--- config.mk ---
export PLATFORM = sky130hd
export DESIGN_NAME = pra_cmd_queue
export DESIGN_NICKNAME = d
export VERILOG_FILES = /design/src/rtl/pra_pkg.sv /design/src/rtl/pra_cmd_queue.sv
export SDC_FILE = /design/constraint.sdc
export NUM_CORES = 1
export LEC_CHECK = 0
export ABC_AREA = 0
export BUFFER_PORTS_ARGS = -buffer_cell sky130_fd_sc_hd__buf_4
export CORE_MARGIN = 2
export CORE_UTILIZATION = 54
export DETAILED_ROUTE_END_ITERATION = 7
export PLACE_DENSITY = 0.81
export SKIP_CTS_REPAIR_TIMING = 1
export SLEW_MARGIN = 15
export SYNTH_ARGS = -nofsm -noshare
export SYNTH_HDL_FRONTEND = slang
export SYNTH_SLANG_ARGS = --single-unit
--- constraint.sdc ---
create_clock -name clk -period 2.3 [get_ports clk]
set_input_delay 0.23 -clock clk [delete_from_list [all_inputs] [get_ports clk]]
set_output_delay 0.23 -clock clk [all_outputs]
set_load 0.01 [all_outputs]
--- src/rtl/pra_pkg.sv ---
// Shared types and constants of the packet ring queue.
package pra_pkg;

  localparam int SLOTS_DEFAULT      = 8;
  localparam int SLOT_BYTES_DEFAULT = 64;
  localparam int QUEUE_DEPTH        = 2;
  localparam int BYTE_W             = 8;
  localparam int COUNT_W            = 7;
  localparam int STATUS_W           = 3;

  typedef struct packed {
    logic                cmd;
    logic [BYTE_W-1:0]   data_in;
    logic                end_of_packet;
    logic [COUNT_W-1:0]  capacity;
  } item_t;

  typedef struct packed {
    logic [BYTE_W-1:0]   data_out;
    logic [COUNT_W-1:0]  byte_count;
    logic                last;
    logic [STATUS_W-1:0] status;
  } result_t;

  typedef enum logic [STATUS_W-1:0] {
    ST_READ_BYTE = 3'd0,
    ST_EMPTY     = 3'd1,
    ST_WRITTEN   = 3'd2,
    ST_DROPPED   = 3'd3,
    ST_TRUNC     = 3'd4
  } status_t;

  localparam logic CMD_WRITE = 1'b0;
  localparam logic CMD_READ  = 1'b1;

  typedef enum logic [1:0] {
    OP_WRITE,
    OP_WRITE_LAST,
    OP_READ,
    OP_READ_NONE
  } op_t;

  // Classified command handed from the front queue to the engine.
  typedef struct packed {
    op_t                op;
    logic [BYTE_W-1:0]  data;
    logic [COUNT_W-1:0] cap;
  } cmd_t;

  typedef enum logic [1:0] {
    ENG_IDLE,
    ENG_LEN,
    ENG_STREAM
  } eng_state_t;

endpackage

--- src/rtl/pra_cmd_queue.sv ---
// Front part: classifies accepted commands and queues them for the engine.
module pra_cmd_queue (
  input  logic            clk,
  input  logic            rst,
  input  logic            start,
  output logic            busy,
  input  pra_pkg::item_t  item,
  output logic            cmd_valid,
  output pra_pkg::cmd_t   cmd,
  input  logic            cmd_pop
);

  localparam int PTR_W = (pra_pkg::QUEUE_DEPTH > 1) ? $clog2(pra_pkg::QUEUE_DEPTH) : 1;
  localparam int CNT_W = $clog2(pra_pkg::QUEUE_DEPTH + 1);

  pra_pkg::cmd_t entries [pra_pkg::QUEUE_DEPTH];
  logic [PTR_W-1:0] wr_ptr, wr_ptr_next;
  logic [PTR_W-1:0] rd_ptr, rd_ptr_next;
  logic [CNT_W-1:0] count, count_next;
  logic             push;
  logic             pop;
  pra_pkg::cmd_t    incoming;

  assign busy      = (count == CNT_W'(pra_pkg::QUEUE_DEPTH));
  assign cmd_valid = (count != '0);
  assign cmd       = entries[rd_ptr];
  assign push      = start && !busy;
  assign pop       = cmd_pop && cmd_valid;

  always_comb begin
    incoming.data = item.data_in;
    incoming.cap  = item.capacity;
    if (item.cmd == pra_pkg::CMD_READ) begin
      incoming.op = (item.capacity == '0) ? pra_pkg::OP_READ_NONE : pra_pkg::OP_READ;
    end else begin
      incoming.op = item.end_of_packet ? pra_pkg::OP_WRITE_LAST : pra_pkg::OP_WRITE;
    end
  end

  always_comb begin
    wr_ptr_next = wr_ptr;
    rd_ptr_next = rd_ptr;
    count_next  = count;
    if (push) begin
      wr_ptr_next = (wr_ptr == PTR_W'(pra_pkg::QUEUE_DEPTH - 1)) ? '0 : wr_ptr + 1'b1;
    end
    if (pop) begin
      rd_ptr_next = (rd_ptr == PTR_W'(pra_pkg::QUEUE_DEPTH - 1)) ? '0 : rd_ptr + 1'b1;
    end
    if (push && !pop) begin
      count_next = count + 1'b1;
    end else if (pop && !push) begin
      count_next = count - 1'b1;
    end
  end

  always_ff @(posedge clk) begin
    if (rst) begin
      wr_ptr <= '0;
      rd_ptr <= '0;
      count  <= '0;
    end else begin
      wr_ptr <= wr_ptr_next;
      rd_ptr <= rd_ptr_next;
      count  <= count_next;
    end
  end

  always_ff @(posedge clk) begin
    if (push) begin
      entries[wr_ptr] <= incoming;
    end
  end

endmodule

======== Word level (Yosys, flattened, before mapping) ========
Memories as Yosys holds them, arrays and structs flattened. A register that Yosys moved wholly into a read port is not among the register bits.
Index checks and enable logic that the tools add are counted.
Widths: inputs -> output; s select.
word-level totals
  memory bits (writable) .................. 34
  word-level logic and storage cells ...... 30
  bits in registers ....................... 4
  output and inout bits ................... 19
  memories kept ........................... 1
memory list
  name     depth  bits a word  read ports  clocked after Yosys merged registers in  write ports  line                 source
  entries  2      17           1           1                                        1            pra_cmd_queue.sv:16  pra_pkg::cmd_t entries [pra_pkg::QUEUE_DEPTH];
cells by class
  multiplexer cells ....................... 11
  equal/unequal tests ..................... 1
  add/sub/neg operators ................... 4
  reduce and logical (&&, ||, !) cells .... 10
operator list
  cell                 count
  $mux 1               8
  $logic_not 7->1      1
  $mux 2               3
  $logic_and 1x1->1    4
  $reduce_bool 2->1    2
  $logic_not 1->1      3
  $add 1x1->1 const B  2
  $add 2x1->2 const B  1
  $eq 2x2->1 const B   1
  $sub 2x1->2 const B  1

======== Logic depth before layout (Yosys ltp) ========
  depth after elaboration ................. 7
  depth in mapped cells ................... 6

======== Least setup slack after synthesis ========
No wires, ideal clock.
  path type ............................... register -> register
  from .................................... register count[1]
  to ...................................... memory entries[0][0] in the netlist's numbering (enable)
  data required time ...................... 1.931 ns
  arrival time ............................ 1.169 ns
  path buffers ............................ 0
  library setup time ...................... 0.369 ns
  clock period less this slack ............ 1.538 ns
  stages on the path, launching flop included .. 4
  setup slack ............................. 0.762 ns
  path through ............................ dfxtp_1 -> nor2b_2 -> or3_1 -> inv_1
on the way
  word-level cells in the longest chain between the ends .. 5
ends and longest elaborated chain
  what                          line                 source
  start: declaration            pra_cmd_queue.sv:19  logic [CNT_W-1:0] count, count_next;
  start signal: assignment      pra_cmd_queue.sv:65  count <= count_next;
  $eq 2x2->1                    pra_cmd_queue.sv:24  assign busy = (count == CNT_W'(pra_pkg::QUEUE_DEPTH));
  net busy                      pra_cmd_queue.sv:6   output logic busy,
  $logic_not 1->1               pra_cmd_queue.sv:27  assign push = start && !busy;
  $logic_and 1x1->1             pra_cmd_queue.sv:27
  $mux 1                        pra_cmd_queue.sv:70  if (push) begin
  $mux 1 (not written as such)  pra_cmd_queue.sv:71  entries[wr_ptr] <= incoming;
  end: declaration              pra_cmd_queue.sv:16
The timed path passes the listed nets, and every way through them passes these cells.

==> impl_metrics.tcl <==
set metrics [dict create \
    synth_cell_type_count 18 \
    hold_viol_final 0 \
    cts_buffers 5 \
    wl_per_cell_um 15.94 \
    initial_utilization 0.5828 \
    grt_pass1_vias 847 \
    final_core_utilization 0.7282 \
    grt_pass1_wl_mm 3.953 \
    multi_input_area_um2 325.3 \
    timing.reg2reg.setup_slack_ns 0.55 \
    grt_use_met1 0.1854 \
    maxCapViolations 0 \
    via_per_inst 5.190 \
    syn_nets 105 \
    die_h_um 56.18 \
    path_max_fanout 17 \
    final-seq-area_um2 1121 \
    hpwl_mm 1.751 \
    area_growth_pct 24.94 \
    period_share 0.8349 \
    clock-sinks 39 \
    relSlewSlack 0.4573 \
    dieArea_um2 3156 \
    drtIter0Drc 15 \
    crit_slowest_cell "dfxtp_1" \
    setup_violations 0 \
    ys_seq_elements 39 \
    first_pass_iters 4 \
    crit_required_ns 2.07 \
    finalSetupTns_ns 0 \
    drive_gt1_frac 0.4922 \
    start_kind "flip-flop" \
    clock_latency_ns 0.34 \
    endpoint_kind "output pin" \
    layout.nets 149 \
    path_clk_slew_ns 0.11 \
    die_w_um 56.18 \
    cts_tree "done" \
    path_cells "mux2_2 > buf_4" \
    drc_errors 0 \
    htree_levels 2 \
    io_pins 40 \
    tightest_slew_ns 0.8141 \
    status "completed" \
    p_leak_nw 0.7077 \
    cts-root-buf "clkbuf_4" \
    power.density_nw_per_um2 1008 \
    netlist_area_um2 1470 \
    n_antenna_cell 0 \
    peakVddDrop_mv 0.9599 \
    row_count 18 \
    final_antenna_net_count 0 \
    clk_path_buf_depth 2 \
    num_vias 820 \
    ys.warnings.count 0 \
    seq_area_frac_synth 0.7626 \
    cp.buffers_inverters 1 \
    layout_commonest_cell "buf_4" \
    use_met3 0.06047 \
    grtUsageTotal 0.1780 \
    mostFrequentLayoutCells "buf_4 (39), edfxtp_1 (34), mux2_2 (17)" \
    skew_ns 0.009655 \
    synthCells 83 \
    antenna_found_initial 0 \
    n_fill_cell 174 \
    fmax_mhz 520.7 \
    gr-total-overflow 0 \
    path_delay_family "flip-flops" \
    syn_area_per_cell_um2 17.71 \
    use_met2 0.2874 \
    critPathArrivalTime_ns 1.69 \
    fin_crit_ns 1.920 \
    rsz0062_at_grt "false" \
    port_buffers 39 \
    wl_mm 2.518 \
    maxSlewViolCount 0 \
    slowest_delay_ns 0.80 \
    globalplace.congestion 0.6690 \
    hp-class "in2reg" \
    grt_max_degree 18 \
    crit_type "reg2out" \
    top_usage_layer "met2" \
    fp.coreArea_um2 2522 \
]
through the flow:
stage | instance area (um2) | worst slack [ns] | power (mW) | cells | hold WS [ns]
6_report | 1837 | 0.3797 | 1.852 | 158 | 0.07042
5_1_grt | 1837 | 0.2661 | 1.956 | 158 | 0.05380
4_1_cts | 1837 | 0.3264 | 1.871 | 158 | 0.06541
3_5_place_dp | 1788 | 0.5469 | 1.566 | 150 | 0.4200
3_3_place_gp | 1788 | 0.6272 | 1.536 | 150 | 0.4168
2_1_floorplan | 1470 | 0.7620 | 1.305 | 83 | 0.2991
synth_stat cells:
cell type	number	area [um2]
inv_1	3	11.26
buf_2	1	5.000
ha_1	1	12.51
buf_4	1	7.510
and2_1	1	6.260
or2_2	1	6.260
nor4_1	1	6.260
nand3_1	1	5.000
a21oi_1	2	10.01
nor2b_2	1	8.760
mux2_2	17	191.4
or3_1	2	12.51
nor2_1	4	15.01
o21ai_0	4	20.02
dfxtp_1	5	100.1
nor3_1	1	5.000
xor2_1	3	26.28
edfxtp_1	34	1021
metal layers:
metal	wire [um]	share of wire	vias to the layer above
li1	-	-	399
met1	949	0.38	381
met2	1279	0.51	29
met3	182	0.072	11
met4	107	0.042	0
met5	0	0	-
power by group:
part           switching [mW]  total (mW)  internal, mW
sequential             0.0773       0.974         0.896
combinational           0.251       0.566         0.316
clock                   0.199       0.312         0.113
total                   0.527        1.85          1.33
area by class of cell:
class / count / share of cell area
Clock buffer: 6 / 0.02248
Inverter: 3 / 0.006131
Sequential cell: 39 / 0.6104
Timing Repair Buffer: 39 / 0.1594
Multi-Input combinational cell: 39 / 0.1771
Clock inverter: 2 / 0.004087
Tap cell: 30 / 0.02044
final timing paths:
path	to	cells past startpoint	start
worst max-delay path	cmd[12]	2	flip-flop
worst min-delay path	entries[0][8]$_DFFE_PP_	1	item[9]
worst max register to register	entries[0][9]$_DFFE_PP_	3	count[0]$_SDFFE_PP0P_
worst min register to register	wr_ptr$_SDFFE_PP0N_	2	wr_ptr$_SDFFE_PP0N_
kinds of logic (layout without fill, tap and decap cells):
logic type | after synthesis | after routing | synth area share
AO/OA/AOI/OAI | 6 | 6 | 0.02043
XOR/XNOR | 3 | 3 | 0.01788
adder cells (fa/ha/maj) | 1 | 1 | 0.008509
buffers and inverters | 5 | 50 | 0.01617
flip-flops | 39 | 39 | 0.7626
multiplexers | 17 | 17 | 0.1302
AND/OR/NAND/NOR | 12 | 12 | 0.04425
state kept, by name, indices dropped and copies added, names as in the netlist, named ones only:
signal / count
entries: 34
count: 2
rd_ptr: 1
wr_ptr: 1
Note: power is estimated with default switching activity, not from simulation.
